File: src/rtl/disk_block_availability_map_unit_defines.svh
// Assertion macros shared by the block availability map design.
`ifndef DISK_BLOCK_AVAILABILITY_MAP_UNIT_DEFINES_SVH
`define DISK_BLOCK_AVAILABILITY_MAP_UNIT_DEFINES_SVH

`ifndef NO_ASSERTIONS
`define DBAM_ASSERT_IMP(label, clk, rst_n, ante, cons, msg) \
  label: assert property (@(posedge clk) disable iff (!rst_n) (ante) |-> (cons)) \
    else $error(msg);
`define DBAM_ASSERT_NXT(label, clk, rst_n, ante, cons, msg) \
  label: assert property (@(posedge clk) disable iff (!rst_n) (ante) |=> (cons)) \
    else $error(msg);
`else
`define DBAM_ASSERT_IMP(label, clk, rst_n, ante, cons, msg)
`define DBAM_ASSERT_NXT(label, clk, rst_n, ante, cons, msg)
`endif

`endif

File: src/rtl/dbam_pkg.sv
// Types, constants and helper functions of the block availability map.
package dbam_pkg;

  localparam int unsigned OP_W     = 3;
  localparam int unsigned TRACK_W  = 6;
  localparam int unsigned SECTOR_W = 5;
  localparam int unsigned STATUS_W = 3;
  localparam int unsigned BITS_W   = 21;
  localparam int unsigned CNT_W    = 5;
  localparam int unsigned BLK_W    = 10;

  localparam logic [TRACK_W-1:0] DIR_TRACK     = TRACK_W'(18);
  localparam logic [TRACK_W-1:0] LOW_SCAN_TOP  = TRACK_W'(17);
  localparam logic [TRACK_W-1:0] HIGH_SCAN_OFS = TRACK_W'(2);

  typedef enum logic [OP_W-1:0] {
    OP_ALLOC  = 3'd0,
    OP_FREE   = 3'd1,
    OP_FIND   = 3'd2,
    OP_COUNT  = 3'd3,
    OP_FORMAT = 3'd4
  } op_e;

  typedef enum logic [STATUS_W-1:0] {
    ST_OK           = 3'd0,
    ST_ILLEGAL      = 3'd1,
    ST_IN_USE       = 3'd2,
    ST_ALREADY_FREE = 3'd3,
    ST_FULL         = 3'd4
  } status_e;

  typedef enum logic [1:0] {
    SEL_NONE,
    SEL_ITEM,
    SEL_HIT,
    SEL_COUNT
  } res_sel_e;

  typedef struct packed {
    logic [CNT_W-1:0]  cnt;
    logic [BITS_W-1:0] bits;
  } entry_t;

  typedef struct packed {
    logic               load_item;
    logic               rd_en;
    logic               rd_item;
    logic [TRACK_W-1:0] rd_track;
    logic               wr_en;
    logic               wr_free;
    logic               clr_map;
    logic               acc_clr;
    logic               acc_add;
    logic               ld_res;
    status_e            res_status;
    res_sel_e           res_sel;
  } dp_cmd_t;

  typedef struct packed {
    logic [OP_W-1:0] in_op;
    logic            in_legal;
    logic            is_free;
    logic            hit;
    logic            rd_live;
  } dp_status_t;

  function automatic logic [SECTOR_W-1:0] zone_sectors(input logic [TRACK_W-1:0] trk);
    logic [SECTOR_W-1:0] n;
    if (trk < TRACK_W'(18)) begin
      n = SECTOR_W'(21);
    end else if (trk < TRACK_W'(25)) begin
      n = SECTOR_W'(19);
    end else if (trk < TRACK_W'(31)) begin
      n = SECTOR_W'(18);
    end else begin
      n = SECTOR_W'(17);
    end
    return n;
  endfunction

  function automatic entry_t reset_entry(input logic [TRACK_W-1:0] trk);
    logic [SECTOR_W-1:0] n;
    logic [BITS_W:0]     full;
    entry_t              e;
    n      = zone_sectors(trk);
    full   = ((BITS_W + 1)'(1) << n) - (BITS_W + 1)'(1);
    e.bits = full[BITS_W-1:0];
    e.cnt  = CNT_W'(n);
    if (trk == DIR_TRACK) begin
      e.bits[0] = 1'b0;
      e.cnt     = e.cnt - CNT_W'(1);
    end
    return e;
  endfunction

  function automatic logic [SECTOR_W-1:0] first_set(input logic [BITS_W-1:0] bits);
    logic [SECTOR_W-1:0] idx;
    idx = '0;
    for (int i = BITS_W - 1; i >= 0; i--) begin
      if (bits[i]) begin
        idx = SECTOR_W'(i);
      end
    end
    return idx;
  endfunction

endpackage

File: src/rtl/dbam_datapath.sv
// Datapath: item registers, track map memory, scan check, counter and result registers.
module dbam_datapath import dbam_pkg::*; #(
  parameter int unsigned NUM_TRACKS = 35
) (
  input  logic                clk_i,
  input  logic                rst_ni,
  input  logic [OP_W-1:0]     op_i,
  input  logic [TRACK_W-1:0]  track_i,
  input  logic [SECTOR_W-1:0] sector_i,
  input  dp_cmd_t             cmd_i,
  output dp_status_t          st_o,
  output logic [STATUS_W-1:0] status_o,
  output logic [TRACK_W-1:0]  found_track_o,
  output logic [SECTOR_W-1:0] found_sector_o,
  output logic [BLK_W-1:0]    free_blocks_o
);

  localparam int unsigned IDX_W = $clog2(NUM_TRACKS);

  logic [TRACK_W-1:0]  track_q;
  logic [SECTOR_W-1:0] sector_q;

  entry_t              mem [NUM_TRACKS];
  logic [NUM_TRACKS-1:0] valid_q;

  entry_t              rd_data_q;
  logic                rd_valid_q;
  logic [TRACK_W-1:0]  rd_track_q;
  logic                rd_live_q;

  logic [BLK_W-1:0]    acc_q;

  logic [STATUS_W-1:0] status_q;
  logic [TRACK_W-1:0]  ftrk_q;
  logic [SECTOR_W-1:0] fsec_q;
  logic [BLK_W-1:0]    blocks_q;

  logic [TRACK_W-1:0]  rd_trk;
  logic [IDX_W-1:0]    rd_addr;
  logic [IDX_W-1:0]    wr_addr;
  entry_t              eff;
  entry_t              wr_data;
  logic [BITS_W-1:0]   mask;

  assign rd_trk  = cmd_i.rd_item ? track_q : cmd_i.rd_track;
  assign rd_addr = IDX_W'(rd_trk - TRACK_W'(1));
  assign wr_addr = IDX_W'(track_q - TRACK_W'(1));
  assign eff     = rd_valid_q ? rd_data_q : reset_entry(rd_track_q);
  assign mask    = BITS_W'(1) << sector_q;

  always_comb begin
    wr_data = eff;
    if (cmd_i.wr_free) begin
      wr_data.bits = eff.bits | mask;
      wr_data.cnt  = eff.cnt + CNT_W'(1);
    end else begin
      wr_data.bits = eff.bits & ~mask;
      wr_data.cnt  = eff.cnt - CNT_W'(1);
    end
  end

  assign st_o.in_op    = op_i;
  assign st_o.in_legal = (track_i != '0) && (track_i <= TRACK_W'(NUM_TRACKS)) &&
                         (sector_i < zone_sectors(track_i));
  assign st_o.is_free  = |(eff.bits & mask);
  assign st_o.hit      = rd_live_q && (|eff.bits);
  assign st_o.rd_live  = rd_live_q;

  always_ff @(posedge clk_i) begin
    if (cmd_i.load_item) begin
      track_q  <= track_i;
      sector_q <= sector_i;
    end
    if (cmd_i.wr_en) begin
      mem[wr_addr] <= wr_data;
    end
    if (cmd_i.rd_en) begin
      rd_data_q  <= mem[rd_addr];
      rd_valid_q <= valid_q[rd_addr];
      rd_track_q <= rd_trk;
    end
  end

  always_ff @(posedge clk_i or negedge rst_ni) begin
    if (!rst_ni) begin
      valid_q   <= '0;
      rd_live_q <= 1'b0;
      acc_q     <= '0;
    end else begin
      rd_live_q <= cmd_i.rd_en;
      if (cmd_i.clr_map) begin
        valid_q <= '0;
      end else if (cmd_i.wr_en) begin
        valid_q[wr_addr] <= 1'b1;
      end
      if (cmd_i.acc_clr) begin
        acc_q <= '0;
      end else if (cmd_i.acc_add && rd_live_q && (rd_track_q != DIR_TRACK)) begin
        acc_q <= acc_q + BLK_W'(eff.cnt);
      end
    end
  end

  always_ff @(posedge clk_i) begin
    if (cmd_i.ld_res) begin
      status_q <= cmd_i.res_status;
      case (cmd_i.res_sel)
        SEL_ITEM: begin
          ftrk_q   <= track_q;
          fsec_q   <= sector_q;
          blocks_q <= '0;
        end
        SEL_HIT: begin
          ftrk_q   <= rd_track_q;
          fsec_q   <= first_set(eff.bits);
          blocks_q <= '0;
        end
        SEL_COUNT: begin
          ftrk_q   <= '0;
          fsec_q   <= '0;
          blocks_q <= acc_q;
        end
        default: begin
          ftrk_q   <= '0;
          fsec_q   <= '0;
          blocks_q <= '0;
        end
      endcase
    end
  end

  assign status_o       = status_q;
  assign found_track_o  = ftrk_q;
  assign found_sector_o = fsec_q;
  assign free_blocks_o  = blocks_q;

endmodule

File: src/rtl/dbam_ctrl.sv
// Controller state machine that sequences lookups, scans and result delivery.
module dbam_ctrl import dbam_pkg::*; #(
  parameter int unsigned NUM_TRACKS = 35
) (
  input  logic       clk_i,
  input  logic       rst_ni,
  input  logic       in_valid_i,
  input  logic       out_stall_i,
  input  dp_status_t st_i,
  output dp_cmd_t    cmd_o,
  output logic       in_stall_o,
  output logic       out_valid_o
);

  localparam int unsigned K_W = $clog2(NUM_TRACKS + 1);
  localparam logic [K_W-1:0] SCAN_LEN  = K_W'(NUM_TRACKS - 1);
  localparam logic [K_W-1:0] COUNT_LEN = K_W'(NUM_TRACKS);
  localparam logic [K_W-1:0] LOW_LEN   = K_W'(17);

  typedef enum logic [2:0] {
    S_IDLE,
    S_LOOKUP,
    S_CHECK,
    S_SCAN,
    S_COUNT,
    S_RESULT
  } state_e;

  state_e   state_q, state_d;
  logic [K_W-1:0] k_q, k_d;
  logic     is_alloc_q, is_alloc_d;
  status_e  hit_code_q, hit_code_d;
  status_e  res_status_q, res_status_d;
  res_sel_e res_sel_q, res_sel_d;
  logic     out_valid_q, out_valid_d;

  logic     accept;
  logic     out_free;
  logic [TRACK_W-1:0] scan_trk;

  assign accept   = in_valid_i && (state_q == S_IDLE);
  assign out_free = !out_valid_q || !out_stall_i;
  assign scan_trk = (k_q < LOW_LEN) ? (LOW_SCAN_TOP - TRACK_W'(k_q))
                                    : (TRACK_W'(k_q) + HIGH_SCAN_OFS);

  always_comb begin
    state_d      = state_q;
    k_d          = k_q;
    is_alloc_d   = is_alloc_q;
    hit_code_d   = hit_code_q;
    res_status_d = res_status_q;
    res_sel_d    = res_sel_q;
    out_valid_d  = out_valid_q && out_stall_i;
    cmd_o            = '0;
    cmd_o.res_status = res_status_q;
    cmd_o.res_sel    = res_sel_q;

    unique case (state_q)
      S_IDLE: begin
        if (accept) begin
          cmd_o.load_item = 1'b1;
          k_d             = '0;
          res_status_d    = ST_OK;
          res_sel_d       = SEL_NONE;
          state_d         = S_RESULT;
          unique case (st_i.in_op)
            OP_ALLOC, OP_FREE: begin
              is_alloc_d = (st_i.in_op == OP_ALLOC);
              if (st_i.in_legal) begin
                state_d = S_LOOKUP;
              end else begin
                res_status_d = ST_ILLEGAL;
                res_sel_d    = SEL_ITEM;
              end
            end
            OP_FIND: begin
              hit_code_d = ST_OK;
              state_d    = S_SCAN;
            end
            OP_COUNT: begin
              cmd_o.acc_clr = 1'b1;
              state_d       = S_COUNT;
            end
            OP_FORMAT: begin
              cmd_o.clr_map = 1'b1;
            end
            default: begin
              state_d = S_RESULT;
            end
          endcase
        end
      end
      S_LOOKUP: begin
        cmd_o.rd_en   = 1'b1;
        cmd_o.rd_item = 1'b1;
        state_d       = S_CHECK;
      end
      S_CHECK: begin
        state_d = S_RESULT;
        if (is_alloc_q) begin
          if (st_i.is_free) begin
            cmd_o.wr_en = 1'b1;
          end else begin
            hit_code_d = ST_IN_USE;
            state_d    = S_SCAN;
          end
        end else if (st_i.is_free) begin
          res_status_d = ST_ALREADY_FREE;
        end else begin
          cmd_o.wr_en   = 1'b1;
          cmd_o.wr_free = 1'b1;
        end
      end
      S_SCAN: begin
        cmd_o.rd_track = scan_trk;
        if (st_i.hit) begin
          res_status_d = hit_code_q;
          res_sel_d    = SEL_HIT;
          state_d      = S_RESULT;
        end else if (k_q < SCAN_LEN) begin
          cmd_o.rd_en = 1'b1;
          k_d         = k_q + K_W'(1);
        end else if (!st_i.rd_live) begin
          res_status_d = ST_FULL;
          res_sel_d    = SEL_NONE;
          state_d      = S_RESULT;
        end
      end
      S_COUNT: begin
        cmd_o.rd_track = TRACK_W'(k_q) + TRACK_W'(1);
        cmd_o.acc_add  = 1'b1;
        if (k_q < COUNT_LEN) begin
          cmd_o.rd_en = 1'b1;
          k_d         = k_q + K_W'(1);
        end else if (!st_i.rd_live) begin
          res_sel_d = SEL_COUNT;
          state_d   = S_RESULT;
        end
      end
      S_RESULT: begin
        if (out_free) begin
          cmd_o.ld_res = 1'b1;
          out_valid_d  = 1'b1;
          state_d      = S_IDLE;
        end
      end
      default: begin
        state_d = S_IDLE;
      end
    endcase
  end

  always_ff @(posedge clk_i or negedge rst_ni) begin
    if (!rst_ni) begin
      state_q      <= S_IDLE;
      k_q          <= '0;
      is_alloc_q   <= 1'b0;
      hit_code_q   <= ST_OK;
      res_status_q <= ST_OK;
      res_sel_q    <= SEL_NONE;
      out_valid_q  <= 1'b0;
    end else begin
      state_q      <= state_d;
      k_q          <= k_d;
      is_alloc_q   <= is_alloc_d;
      hit_code_q   <= hit_code_d;
      res_status_q <= res_status_d;
      res_sel_q    <= res_sel_d;
      out_valid_q  <= out_valid_d;
    end
  end

  assign in_stall_o  = (state_q != S_IDLE);
  assign out_valid_o = out_valid_q;

endmodule

File: src/rtl/disk_block_availability_map_unit.sv
// Top level of the disk block availability map unit.
// The unit handles one transaction at a time and holds the finished result in an
// output register, so it takes the next transaction while that result waits.
// The track map lives in a memory with one read port and a registered read, and
// each track carries a flag that makes an unwritten entry read as its formatted
// value; reset and format therefore take effect at once with no clearing pass.
// Format, an unknown op or an illegal block go straight to the result; free and
// allocate read and check the item's track first; find free, allocate of a used
// block and count free walk the map one track per cycle through the read port
// and drain the last read.
// The next transaction can be accepted in the cycle after the result is loaded.
`include "disk_block_availability_map_unit_defines.svh"

module disk_block_availability_map_unit import dbam_pkg::*; #(
  parameter int unsigned NUM_TRACKS = 35
) (
  input  logic                clk_i,
  input  logic                rst_ni,
  input  logic                in_valid_i,
  output logic                in_stall_o,
  input  logic [OP_W-1:0]     op_i,
  input  logic [TRACK_W-1:0]  track_i,
  input  logic [SECTOR_W-1:0] sector_i,
  output logic                out_valid_o,
  input  logic                out_stall_i,
  output logic [STATUS_W-1:0] status_o,
  output logic [TRACK_W-1:0]  found_track_o,
  output logic [SECTOR_W-1:0] found_sector_o,
  output logic [BLK_W-1:0]    free_blocks_o
);

  dp_cmd_t    cmd;
  dp_status_t st;

  dbam_ctrl #(
    .NUM_TRACKS(NUM_TRACKS)
  ) u_ctrl (
    .clk_i      (clk_i),
    .rst_ni     (rst_ni),
    .in_valid_i (in_valid_i),
    .out_stall_i(out_stall_i),
    .st_i       (st),
    .cmd_o      (cmd),
    .in_stall_o (in_stall_o),
    .out_valid_o(out_valid_o)
  );

  dbam_datapath #(
    .NUM_TRACKS(NUM_TRACKS)
  ) u_datapath (
    .clk_i         (clk_i),
    .rst_ni        (rst_ni),
    .op_i          (op_i),
    .track_i       (track_i),
    .sector_i      (sector_i),
    .cmd_i         (cmd),
    .st_o          (st),
    .status_o      (status_o),
    .found_track_o (found_track_o),
    .found_sector_o(found_sector_o),
    .free_blocks_o (free_blocks_o)
  );

  `DBAM_ASSERT_NXT(a_busy_after_accept, clk_i, rst_ni, in_valid_i && !in_stall_o, in_stall_o, "unit took a transaction without going busy")
  `DBAM_ASSERT_IMP(a_blocks_only_ok, clk_i, rst_ni, out_valid_o && (free_blocks_o != '0), status_o == ST_OK, "free block count with a non-ok status")
  `DBAM_ASSERT_IMP(a_full_has_no_block, clk_i, rst_ni, out_valid_o && (status_o == ST_FULL), (found_track_o == '0) && (found_sector_o == '0), "disk full result names a block")
  `DBAM_ASSERT_IMP(a_no_dir_track_found, clk_i, rst_ni, out_valid_o && ((status_o == ST_OK) || (status_o == ST_IN_USE)), found_track_o != DIR_TRACK, "scan nominated the directory track")

endmodule
File: config.mk
export PLATFORM = sky130hd
export DESIGN_NAME = disk_block_availability_map_unit
export DESIGN_NICKNAME = d
export VERILOG_FILES = /design/src/rtl/dbam_pkg.sv /design/src/rtl/dbam_datapath.sv /design/src/rtl/dbam_ctrl.sv /design/src/rtl/disk_block_availability_map_unit.sv
export VERILOG_INCLUDE_DIRS = /design/src /design/src/rtl
export SDC_FILE = /design/constraint.sdc
export NUM_CORES = 1
export LEC_CHECK = 0
export ABC_AREA = 1
export BUFFER_PORTS_ARGS = -buffer_cell sky130_fd_sc_hd__buf_2
export CAP_MARGIN = 10
export CORE_MARGIN = 1
export CORE_UTILIZATION = 46
export CTS_BUF_LIST = sky130_fd_sc_hd__clkbuf_4 sky130_fd_sc_hd__clkbuf_8
export CTS_CLUSTER_DIAMETER = 100
export DETAILED_ROUTE_END_ITERATION = 12
export GPL_TIMING_DRIVEN = 0
export SLEW_MARGIN = 15
export SYNTH_ARGS = -nofsm -noshare
export SYNTH_HDL_FRONTEND = slang
export SYNTH_HIERARCHICAL = 1
export SYNTH_SLANG_ARGS = --single-unit
File: constraint.sdc
create_clock -name clk_i -period 8.5 [get_ports clk_i]
set_input_delay 1.275 -clock clk_i [delete_from_list [all_inputs] [get_ports clk_i]]
set_output_delay 1.275 -clock clk_i [all_outputs]
set_load 0.05 [all_outputs]
== Word level (Yosys, flattened, before mapping) ==
Memory sizes are Yosys's and may differ from the RTL's. A register that Yosys moved wholly into a read port is not among the register bits.
Index checks and enable logic that the tools add are counted.

* Shift operators: 2
* Bitwise logic cells: 5
* Add/sub/neg operators: 10
* Multiplexer cells: 106
* Magnitude comparators: 14
* Reduce and logical (&&, ||, !) cells: 29
* Equality and inequality tests: 28

{| class="wikitable"
|+ Operators with widths
! kind !! number
|-
| 5-bit 2-to-1 mux || 26
|-
| 35-bit 2-to-1 mux || 2
|-
| 3-bit 2-to-1 mux || 20
|-
| 26-bit 2-to-1 mux || 2
|-
| 21-bit AND || 2
|-
| 6-bit by 5-bit less-than comparator with 1-bit output, second input constant || 7
|-
| 21-bit OR reduction || 2
|-
| 1-bit by 5-bit left shift with 21-bit output, first input constant || 2
|-
| 6-bit 2-to-1 mux || 6
|-
| 35-bit OR || 1
|-
| 1-bit 2-to-1 mux || 24
|-
| 2-bit 2-to-1 mux || 12
|-
| 6-bit one-hot mux with 2 select lines || 2
|-
| 21-bit NOT || 1
|-
| 21-bit OR || 1
|-
| 21-bit by 2-bit subtractor with 21-bit output, second input constant || 1
|-
| 10-bit 2-to-1 mux || 2
|-
| 3-bit one-hot mux with 3 select lines || 2
|-
| 3-bit one-hot mux with 6 select lines || 1
|-
| 6-bit one-hot mux with 3 select lines || 1
|-
| 6-bit by 7-bit less-than comparator with 1-bit output, second input constant || 2
|-
| 2-bit != test, second input constant || 7
|-
| 3-bit by 2-bit equality test with 1-bit output, second input constant || 4
|-
| 6-bit less-than comparator, second input constant || 2
|-
| 36 further kinds || 62
|}

* Memory bits (writable): 910
* Register bits: 107
* Input bits: 18
* Memories: 1

{| class="wikitable"
|+ Memory list
! memory !! depth !! bits a word !! rd ports !! clocked after memory_dff !! wr ports !! RTL line !! RTL
|-
| u_datapath.mem || 35 || 26 || 1 || 1 || 1 || dbam_datapath.sv:23 || <nowiki>entry_t mem [NUM_TRACKS];</nowiki>
|}

== Longest topological paths before layout ==
Gate-level depths: netlist of run 1.

* Depth in word-level cells: 30
* Gate-level depth with buffers: 25

== By module ==
Netlist of run 1, hierarchy kept.

{| class="wikitable"
|+ Modules (own cells, without submodules)
! module !! cells each !! area an instance (µm²) !! times used !! sequential area each (µm²)
|-
| dbam_datapath || 3237 || 41618.7 || 1 || 30519.3
|-
| dbam_ctrl || 236 || 1554.0 || 1 || 425.4
|}

== Worst setup path after synthesis of run 1 ==
Ideal clock, no wire load.

* Kind: register to register
* Start: register u_datapath.rd_valid_q
* End: memory u_datapath/mem[0][25] in the netlist's numbering, data pin
* Setup slack: 4.077 ns
* Library setup time: 0.404 ns
* Path buffers: 4
* Required time: 8.096 ns
* Data arrival time: 4.019 ns
* Clock period less this slack: 4.423 ns
* Stages on the path, launching flop included: 19
* Cells stage by stage: edfxtp_1 > buf_2 > inv_2 > clkbuf_1 > clkbuf_1 > nor2_1 > nor2_1 > a2111oi_0 > nand4_1 > inv_1 > ha_1 > inv_1 > nor2_1 > inv_1 > clkbuf_1 > ha_1 > a21o_1 > a21oi_1 > xnor2_1

{| class="wikitable"
|+ RTL lines
! element !! RTL line !! RTL
|-
| start, declared || dbam_datapath.sv:27 || <nowiki>logic rd_valid_q;</nowiki>
|-
| start signal, assigned || dbam_datapath.sv:79 || <nowiki>rd_valid_q <= valid_q[rd_addr];</nowiki>
|-
| end, declared || dbam_datapath.sv:23 ||
|}

==> run_summary.xml, run 1 <==
<?xml version="1.0" encoding="UTF-8"?>
<metrics>
  <group name="cts">
    <metric name="deepest_clock_path_buffer_count" unit="">3</metric>
    <metric name="clock_sink_count" unit="">1041</metric>
    <metric name="root_buffer" unit="">sky130_fd_sc_hd__clkbuf_8</metric>
    <metric name="worst_setup_hold_path_clk_slew" unit="ns">0.07</metric>
    <metric name="postCtsSetupRepairBufs" unit="">0</metric>
    <metric name="ctsHtreeMaxLevel" unit="">4</metric>
    <metric name="cts_inserted_buffers" unit="">171</metric>
    <metric name="holdBufCountCts" unit="">0</metric>
    <metric name="post_cts_resized" unit="">0</metric>
    <metric name="clkLatencyLatePin" unit="ns">0.85</metric>
    <metric name="cts_tree" unit="">built</metric>
  </group>
  <group name="finish">
    <metric name="nets" unit="">3798</metric>
    <metric name="final_layout_size_suffix_gt1_frac" unit="">0.1649</metric>
    <metric name="area.growth.synth_to_final" unit="%">16.91</metric>
    <metric name="stdcell_count" unit="">5143</metric>
  </group>
  <group name="floorplanning">
    <metric name="initial_core_util" unit="">0.4675</metric>
    <metric name="fp.dieW" unit="um">308.4</metric>
    <metric name="fp.dieArea" unit="um2">95080</metric>
    <metric name="floorplan.rows" unit="">111</metric>
    <metric name="core_area" unit="um2">92360</metric>
    <metric name="die_height" unit="um">308.4</metric>
    <metric name="floorplan.io_pins" unit="">44</metric>
  </group>
  <group name="synthesis">
    <metric name="postSynthAreaPerCell" unit="um2">12.43</metric>
    <metric name="yosys_most_used_dff" unit="">sky130_fd_sc_hd__edfxtp_1</metric>
    <metric name="netlist.area_leader.share" unit="">0.6802</metric>
    <metric name="synth-edff-count" unit="">978</metric>
    <metric name="post-synth-top-area-cell" unit="">sky130_fd_sc_hd__edfxtp_1</metric>
    <metric name="postSynthCellCount" unit="">3473</metric>
    <metric name="ys.warnings.count" unit="">6</metric>
    <metric name="synth.distinct_cells" unit="">52</metric>
    <metric name="synth_seq_area_share" unit="">0.7168</metric>
    <metric name="post_syn_nets" unit="">3514</metric>
    <metric name="post_synth_instance_area" unit="um2">43170</metric>
    <metric name="synth.area.top_cells" unit="">sky130_fd_sc_hd__edfxtp_1 (68%), sky130_fd_sc_hd__o21ai_0 (5.7%), sky130_fd_sc_hd__nor2_1 (5.2%)</metric>
    <metric name="synth_async_sr_flop_share" unit="">0.06052</metric>
    <metric name="postSynthRegisterBits" unit="">1041</metric>
  </group>
  <group name="timing">
    <metric name="hold_violations" unit="">0</metric>
    <metric name="max-slew-margin-rel" unit="">0.2369</metric>
    <metric name="finalClockSkew" unit="ns">0.04551</metric>
    <metric name="max_freq" unit="MHz">143.8</metric>
    <metric name="part_of_the_cycle_the_worst_path_needs" unit="">0.8183</metric>
    <metric name="report.final.setup_viol" unit="">0</metric>
    <metric name="timing_worst_slew_pin_value" unit="ns">1.140</metric>
    <metric name="rsz0062_at_grt" unit="">false</metric>
    <metric name="count_of_final_max_slew_check_failures" unit="">0</metric>
    <metric name="period_minus_slack" unit="ns">6.956</metric>
  </group>
  <group name="global_route">
    <metric name="grtUsageMet3" unit="">0.07359</metric>
    <metric name="largest_net_degree_at_the_start_of_global_routing" unit="">46</metric>
    <metric name="grt_antenna_before_repair" unit="">8</metric>
    <metric name="grt.met1_usage" unit="">0.4010</metric>
    <metric name="met2_usage" unit="">0.4710</metric>
    <metric name="grt_overflow" unit="">0</metric>
    <metric name="grtUsageTotal" unit="">0.3068</metric>
    <metric name="first_global_vias" unit="">29532</metric>
    <metric name="global_route.peak_usage_layer" unit="">met2</metric>
    <metric name="grt_first_pass_wirelength" unit="um">205800</metric>
  </group>
  <group name="worst_setup_path">
    <metric name="worstPathCellList" unit="">inv_1 &gt; ha_1 &gt; nand2_1 &gt; nor2_1 &gt; nor2_1 &gt; nand2_2 &gt; a21oi_1 &gt; nor2_1 &gt; o21ai_2 &gt; buf_4 &gt; buf_2 &gt; buf_2 &gt; buf_2 &gt; ha_1 &gt; buf_2 &gt; clkbuf_1 &gt; clkbuf_1 &gt; o21ai_0 &gt; o221ai_1 &gt; o211ai_1 &gt; nand3_1 &gt; nand3_1 &gt; nand2_1</metric>
    <metric name="crit_path_max_delay_cell_type" unit="">sky130_fd_sc_hd__clkbuf_1</metric>
    <metric name="worst-path-max-fanout" unit="">10</metric>
    <metric name="cp-start-kind" unit="">flop</metric>
    <metric name="worst_path_largest_cell_delay" unit="ns">0.86</metric>
    <metric name="crit_buf_inv" unit="">8</metric>
    <metric name="data_required_time_at_the_worst_endpoint" unit="ns">9.22</metric>
    <metric name="path_delay_family" unit="">buffers and inverters</metric>
    <metric name="worst_setup_path_type" unit="">reg -&gt; reg</metric>
    <metric name="crit_top_cell" unit="">sky130_fd_sc_hd__buf_2</metric>
    <metric name="worst_setup_path_end_kind" unit="">flop</metric>
    <metric name="cp_data_arrival_time" unit="ns">7.68</metric>
  </group>
  <group name="run">
    <metric name="drv_cap" unit="">0</metric>
  </group>
  <group name="detailed_routing">
    <metric name="vias" unit="">31001</metric>
    <metric name="drt_iter0_drc" unit="">4077</metric>
    <metric name="drt_first_pass_iters" unit="">6</metric>
    <metric name="finalWirelength" unit="um">145400</metric>
    <metric name="remaining_drc_errors" unit="">0</metric>
    <metric name="drt-vias-per-instance" unit="">6.028</metric>
    <metric name="route.antenna.remaining_nets" unit="">0</metric>
    <metric name="detail_route.wl_per_cell" unit="um">28.28</metric>
  </group>
  <group name="placement">
    <metric name="dpl.hpwl" unit="um">99350</metric>
    <metric name="gp_routability_congestion" unit="">0.9940</metric>
    <metric name="portBuffers" unit="">40</metric>
    <metric name="place_inst" unit="">4827</metric>
  </group>
  <group name="status">
    <metric name="status" unit="">finished, final reports clean</metric>
  </group>
  <group name="hold_path">
    <metric name="min_path_type" unit="">in -&gt; async</metric>
  </group>
</metrics>
==> per-stage QoR <==
stage	cell area, um2	worst slack [ns]	hold WS, ns	setup TNS, ns	utilization
floorplan	43170	4.077	0.4253	0	-
global placement	44930	-0.9093	0.4354	-62.58	0.4865
detailed placement	47070	1.807	0.4378	0	0.5097
CTS	50470	1.814	0.2749	0	0.5465
global route	50470	1.438	0.3200	0	0.5465
finish	50470	1.544	0.3327	0	0.5465
==> cell type report <==
class / instances / area, um2
Antenna cell: 1 / 2.502
Buffer: 221 / 998.5
Clock buffer: 243 / 2919
Clock inverter: 72 / 483.0
Fill cell: 7750 / 41880
Inverter: 152 / 571.8
Multi-Input combinational cell: 2059 / 11230
Sequential cell: 1041 / 30940
Tap cell: 1243 / 1555
Timing Repair Buffer: 111 / 1774
==> logic make-up after synthesis <==
kind of cell             Yosys count  synth area share
AO/OA/AOI/OAI                    953            0.1353
XOR/XNOR                          19          0.004029
adder cells (fa/ha/maj)           23          0.007013
buffers and inverters            373           0.03634
flip-flops                      1041            0.7168
multiplexers                       1         0.0002319
AND/OR/NAND/NOR                 1063            0.1003
==> synth_stat cells, types with 63 or more instances <==
master	n
sky130_fd_sc_hd__nand3_1	131
sky130_fd_sc_hd__edfxtp_1	978
sky130_fd_sc_hd__o21ai_0	491
sky130_fd_sc_hd__nand2_1	282
sky130_fd_sc_hd__dfrtp_1	63
sky130_fd_sc_hd__o22ai_1	106
sky130_fd_sc_hd__buf_2	89
sky130_fd_sc_hd__nor2_1	598
sky130_fd_sc_hd__inv_1	136
sky130_fd_sc_hd__o221ai_1	113
sky130_fd_sc_hd__clkbuf_1	119
sky130_fd_sc_hd__o211ai_1	104
==> layer usage <==
metal | share of wire | vias up
met1 | 0.38 | 15358
met3 | 0.11 | 343
met4 | 0.060 | 2
li1 | - | 13411
met5 | 0.000089 | -
met2 | 0.45 | 1887
==> registers in the layout (all words and copies together) (netlist names), 5 cells and up <==
signal                     count
u_datapath/track_q             6
u_datapath/mem               910
u_datapath/sector_q            5
u_datapath/acc_q              10
u_datapath/free_blocks_o      10
u_datapath/found_track_o       6
u_datapath/rd_track_q          6
u_ctrl/k_q                     6
u_datapath/valid_q            35
u_datapath/found_sector_o      5
u_datapath/rd_data_q          26
==> final timing paths <==
kind                                        startpoint                        to  slack [ns]  depth (start not counted)
worst min register to register  u_ctrl/res_status_q[2]    u_datapath/status_o[2]        0.45                          0
worst max-delay path                     u_ctrl/k_q[1]  u_datapath/rd_data_q[13]        1.54                         23
min in group clk_i              u_ctrl/res_status_q[2]    u_datapath/status_o[2]        0.45                          0
max in group asynchronous                       rst_ni    u_datapath/valid_q[21]        7.61                          2
worst min-delay path                            rst_ni        u_ctrl/out_valid_o        0.33                          1
worst max register to register           u_ctrl/k_q[1]  u_datapath/rd_data_q[13]        1.54                         23
==> placed cells by master (no fill, tap or decap), types with 104 or more instances in the layout <==
cell type                  count
sky130_fd_sc_hd__edfxtp_1    978
sky130_fd_sc_hd__nor2_1      562
sky130_fd_sc_hd__o21ai_0     479
sky130_fd_sc_hd__nand2_1     281
sky130_fd_sc_hd__clkbuf_8    175
sky130_fd_sc_hd__inv_1       136
sky130_fd_sc_hd__nand3_1     131
sky130_fd_sc_hd__buf_2       129
sky130_fd_sc_hd__clkbuf_1    118
sky130_fd_sc_hd__o221ai_1    113
sky130_fd_sc_hd__o22ai_1     106
sky130_fd_sc_hd__o211ai_1    104
==> worst reg2reg max path, stage by stage, from the launching register on <==
cell                       delay [ns]
sky130_fd_sc_hd__dfrtp_1         0.47
sky130_fd_sc_hd__inv_1           0.13
sky130_fd_sc_hd__ha_1            0.24
sky130_fd_sc_hd__nand2_1         0.10
sky130_fd_sc_hd__nor2_1          0.04
sky130_fd_sc_hd__nor2_1          0.22
sky130_fd_sc_hd__nand2_2         0.16
sky130_fd_sc_hd__a21oi_1         0.16
sky130_fd_sc_hd__nor2_1          0.10
sky130_fd_sc_hd__o21ai_2         0.34
sky130_fd_sc_hd__buf_4           0.32
sky130_fd_sc_hd__buf_2           0.35
sky130_fd_sc_hd__buf_2           0.33
sky130_fd_sc_hd__buf_2           0.37
sky130_fd_sc_hd__ha_1            0.26
sky130_fd_sc_hd__buf_2           0.40
sky130_fd_sc_hd__clkbuf_1        0.88
sky130_fd_sc_hd__clkbuf_1        0.55
sky130_fd_sc_hd__o21ai_0         0.20
sky130_fd_sc_hd__o221ai_1        0.22
sky130_fd_sc_hd__o211ai_1        0.50
sky130_fd_sc_hd__nand3_1         0.26
sky130_fd_sc_hd__nand3_1         0.16
sky130_fd_sc_hd__nand2_1         0.09
Power of run 1 is left out: the tool's default activity adds up to more than one toggle a clock period on the data nets, which glitch-free logic cannot reach.
==> run 2: changes to the inputs <==
==> constraint.sdc (replaced) <==
create_clock -name clk_i -period 5.9 [get_ports clk_i]
set_input_delay 0.885 -clock clk_i [delete_from_list [all_inputs] [get_ports clk_i]]
set_output_delay 0.885 -clock clk_i [all_outputs]
set_load 0.05 [all_outputs]
==> run 2 against run 1 <==
  * Final cell count hardly changed
  * Worst hold slack got worse by 0.080 ns
  * Count of clock-buffer cells in the layout unchanged
  * Critical path depth down 2
  * First-iteration DRC count fell by 4.9%
  * Wire length barely moved
==> run_summary.xml, run 2 (synthesized netlist as in run 1, its figures left out) <==
<?xml version="1.0" encoding="UTF-8"?>
<metrics>
  <group name="status">
    <metric name="status" unit="">finished, final reports clean</metric>
  </group>
  <group name="finish">
    <metric name="final_cell_mix" unit="">sky130_fd_sc_hd__edfxtp_1 (978), sky130_fd_sc_hd__nor2_1 (562), sky130_fd_sc_hd__o21ai_0 (478)</metric>
    <metric name="area.growth.synth_to_final" unit="%">17.08</metric>
    <metric name="final_layout_size_suffix_gt1_frac" unit="">0.1664</metric>
    <metric name="layout_commonest_cell" unit="">sky130_fd_sc_hd__edfxtp_1</metric>
    <metric name="top_register" unit="">u_datapath/mem</metric>
    <metric name="largest_register_ffs" unit="">910</metric>
    <metric name="top_regs" unit="">u_datapath/mem x910, u_datapath/valid_q x35, u_datapath/rd_data_q x26</metric>
    <metric name="nets" unit="">3799</metric>
  </group>
  <group name="cts">
    <metric name="clkLatencyLatePin" unit="ns">0.85</metric>
    <metric name="worst_setup_hold_path_clk_slew" unit="ns">0.06</metric>
    <metric name="cts_inserted_buffers" unit="">171</metric>
    <metric name="ctsHtreeMaxLevel" unit="">4</metric>
    <metric name="cts_tree" unit="">built</metric>
    <metric name="root_buffer" unit="">sky130_fd_sc_hd__clkbuf_8</metric>
    <metric name="deepest_clock_path_buffer_count" unit="">3</metric>
    <metric name="clock_sink_count" unit="">1041</metric>
  </group>
  <group name="timing">
    <metric name="rsz0062_at_grt" unit="">false</metric>
    <metric name="hold_violations" unit="">0</metric>
    <metric name="report.final.setup_viol" unit="">0</metric>
    <metric name="finalClockSkew" unit="ns">0.04391</metric>
    <metric name="count_of_final_max_slew_check_failures" unit="">0</metric>
    <metric name="max-slew-margin-rel" unit="">0.2047</metric>
    <metric name="timing_worst_slew_pin_value" unit="ns">1.188</metric>
    <metric name="max_freq" unit="MHz">176.6</metric>
    <metric name="period_minus_slack" unit="ns">5.664</metric>
    <metric name="timing.setup.tns" unit="ns">0</metric>
    <metric name="part_of_the_cycle_the_worst_path_needs" unit="">0.9600</metric>
  </group>
  <group name="detailed_routing">
    <metric name="drt_first_pass_iters" unit="">8</metric>
    <metric name="drt-vias-per-instance" unit="">6.056</metric>
    <metric name="route.antenna.remaining_nets" unit="">0</metric>
    <metric name="drt_iter0_drc" unit="">3877</metric>
    <metric name="remaining_drc_errors" unit="">0</metric>
    <metric name="detail_route.wl_per_cell" unit="um">28.29</metric>
    <metric name="finalWirelength" unit="um">145500</metric>
    <metric name="vias" unit="">31157</metric>
  </group>
  <group name="global_route">
    <metric name="global_route.peak_usage_layer" unit="">met2</metric>
    <metric name="largest_net_degree_at_the_start_of_global_routing" unit="">46</metric>
    <metric name="grt_first_pass_wirelength" unit="um">205800</metric>
    <metric name="first_global_vias" unit="">29525</metric>
    <metric name="grt.met1_usage" unit="">0.4004</metric>
    <metric name="grt_antenna_before_repair" unit="">8</metric>
    <metric name="met2_usage" unit="">0.4699</metric>
    <metric name="grt_overflow" unit="">0</metric>
    <metric name="grtUsageTotal" unit="">0.3071</metric>
    <metric name="grtUsageMet3" unit="">0.07442</metric>
  </group>
  <group name="worst_setup_path">
    <metric name="regToRegStartpoint" unit="">u_datapath/rd_valid_q</metric>
    <metric name="endpoint_of_the_worst_slack_reg_to_reg_timing_path" unit="">u_datapath/mem[22][25]</metric>
    <metric name="r2r.worst_path.cells" unit="">21</metric>
    <metric name="worst_setup_path_type" unit="">reg -&gt; reg</metric>
    <metric name="worst-path-max-fanout" unit="">15</metric>
    <metric name="r2r_slack" unit="ns">0.24</metric>
    <metric name="cp_data_arrival_time" unit="ns">6.35</metric>
    <metric name="worst_setup_path_startpoint" unit="">u_datapath/rd_valid_q</metric>
    <metric name="worst_setup_path_end_kind" unit="">flop</metric>
    <metric name="cp-start-kind" unit="">flop</metric>
    <metric name="data_required_time_at_the_worst_endpoint" unit="ns">6.59</metric>
  </group>
  <group name="run">
    <metric name="drv_cap" unit="">0</metric>
  </group>
  <group name="placement">
    <metric name="dpl.hpwl" unit="um">99350</metric>
    <metric name="gp_routability_congestion" unit="">0.9940</metric>
    <metric name="portBuffers" unit="">40</metric>
  </group>
  <group name="floorplanning">
    <metric name="initial_core_util" unit="">0.4675</metric>
    <metric name="floorplan.io_pins" unit="">44</metric>
    <metric name="core_area" unit="um2">92360</metric>
    <metric name="fp.dieArea" unit="um2">95080</metric>
    <metric name="fp.dieW" unit="um">308.4</metric>
    <metric name="die_height" unit="um">308.4</metric>
    <metric name="floorplan.rows" unit="">111</metric>
  </group>
  <group name="hold_path">
    <metric name="min_path_type" unit="">in -&gt; reg</metric>
    <metric name="min_delay_path_depth" unit="">1</metric>
    <metric name="hold_end" unit="">u_datapath/sector_q[0]</metric>
    <metric name="hold_path_start" unit="">sector_i[0]</metric>
  </group>
</metrics>
-- run 2: changes by cell type in the layout (fill, tap and decap cells not counted), moves of 2 or more --
cell,previous run,this run
sky130_fd_sc_hd__clkbuf_1,118,113
sky130_fd_sc_hd__buf_2,129,126
sky130_fd_sc_hd__buf_4,10,12
sky130_fd_sc_hd__clkbuf_2,1,3
sky130_fd_sc_hd__clkbuf_4,68,70
-- run 2: through the flow --
stage / hold WS (ns) / area (um2) / utilization / std cells / worst slack (ns)
final: 0.2524 / 50540 / 0.5473 / 5145 / 0.2362
after global routing: 0.2211 / 50540 / 0.5472 / 5144 / 0.04802
after CTS: 0.1847 / 50530 / 0.5472 / 5144 / 0.07680
after detailed placement: 0.4378 / 47070 / 0.5097 / 4827 / -0.7933
after global placement: 0.4354 / 44930 / 0.4865 / 4756 / -3.509
after floorplan: 0.4253 / 43170 / - / 3473 / 1.477
-- run 2: critical path, stage by stage, from the launching register on --
cell and delay, ns:
sky130_fd_sc_hd__edfxtp_1 0.31, sky130_fd_sc_hd__buf_2 0.27, sky130_fd_sc_hd__inv_2 0.13, sky130_fd_sc_hd__clkbuf_1 0.28
sky130_fd_sc_hd__clkbuf_1 0.36, sky130_fd_sc_hd__nor2_1 0.33, sky130_fd_sc_hd__o21ai_0 0.15, sky130_fd_sc_hd__nor4_1 0.44
sky130_fd_sc_hd__nand4_1 0.29, sky130_fd_sc_hd__inv_1 0.18, sky130_fd_sc_hd__ha_1 0.16, sky130_fd_sc_hd__inv_1 0.03
sky130_fd_sc_hd__nor2_1 0.36, sky130_fd_sc_hd__inv_1 0.12, sky130_fd_sc_hd__buf_2 0.36, sky130_fd_sc_hd__fa_2 0.53
sky130_fd_sc_hd__a21o_1 0.19, sky130_fd_sc_hd__a21oi_1 0.23, sky130_fd_sc_hd__xnor2_2 0.16, sky130_fd_sc_hd__buf_6 0.22
sky130_fd_sc_hd__buf_6 0.21, sky130_fd_sc_hd__buf_6 0.17
-- run 2: final cells by class --
type	instances	area [um2]
Fill cell	7744	41810
Antenna cell	2	5.005
Timing Repair Buffer	114	1812
Inverter	152	573.1
Buffer	219	1008
Multi-Input combinational cell	2059	11240
Clock buffer	243	2919
Clock inverter	72	483.0
Sequential cell	1041	30940
Tap cell	1243	1555
-- run 2: worst max-delay path by stage --
| stage | slack, ns | to |
|---|---|---|
| 2_1_floorplan | 1.48 | u_datapath/mem[0][25] |
| 3_3_place_gp | -3.51 | u_datapath/mem[1][12] |
| 3_5_place_dp | -0.79 | u_datapath/rd_data_q[13] |
| 4_1_cts | 0.08 | u_datapath/mem[18][24] |
| 5_1_grt | 0.05 | u_datapath/mem[20][25] |
| 6_report | 0.24 | u_datapath/mem[22][25] |
-- run 2: routing by layer --
metal	up-vias	wire [um]
met3	350	16470
met5	-	0
met1	15508	55070
met4	0	8984
met2	1889	65020
li1	13410	-
-- run 2: repair_timing --
| item | in CTS | in global routing |
|---|---|---|
| pin swaps | 4 | 1 |
| hold buffers | 1 | 0 |
| resized for setup | 11 | 4 |
| setup endpoints to repair | 47 | 59 |
| buffers inserted | 2 | 0 |
| hold endpoints to repair | 18 | 0 |
Power of run 2 is left out for the same reason.
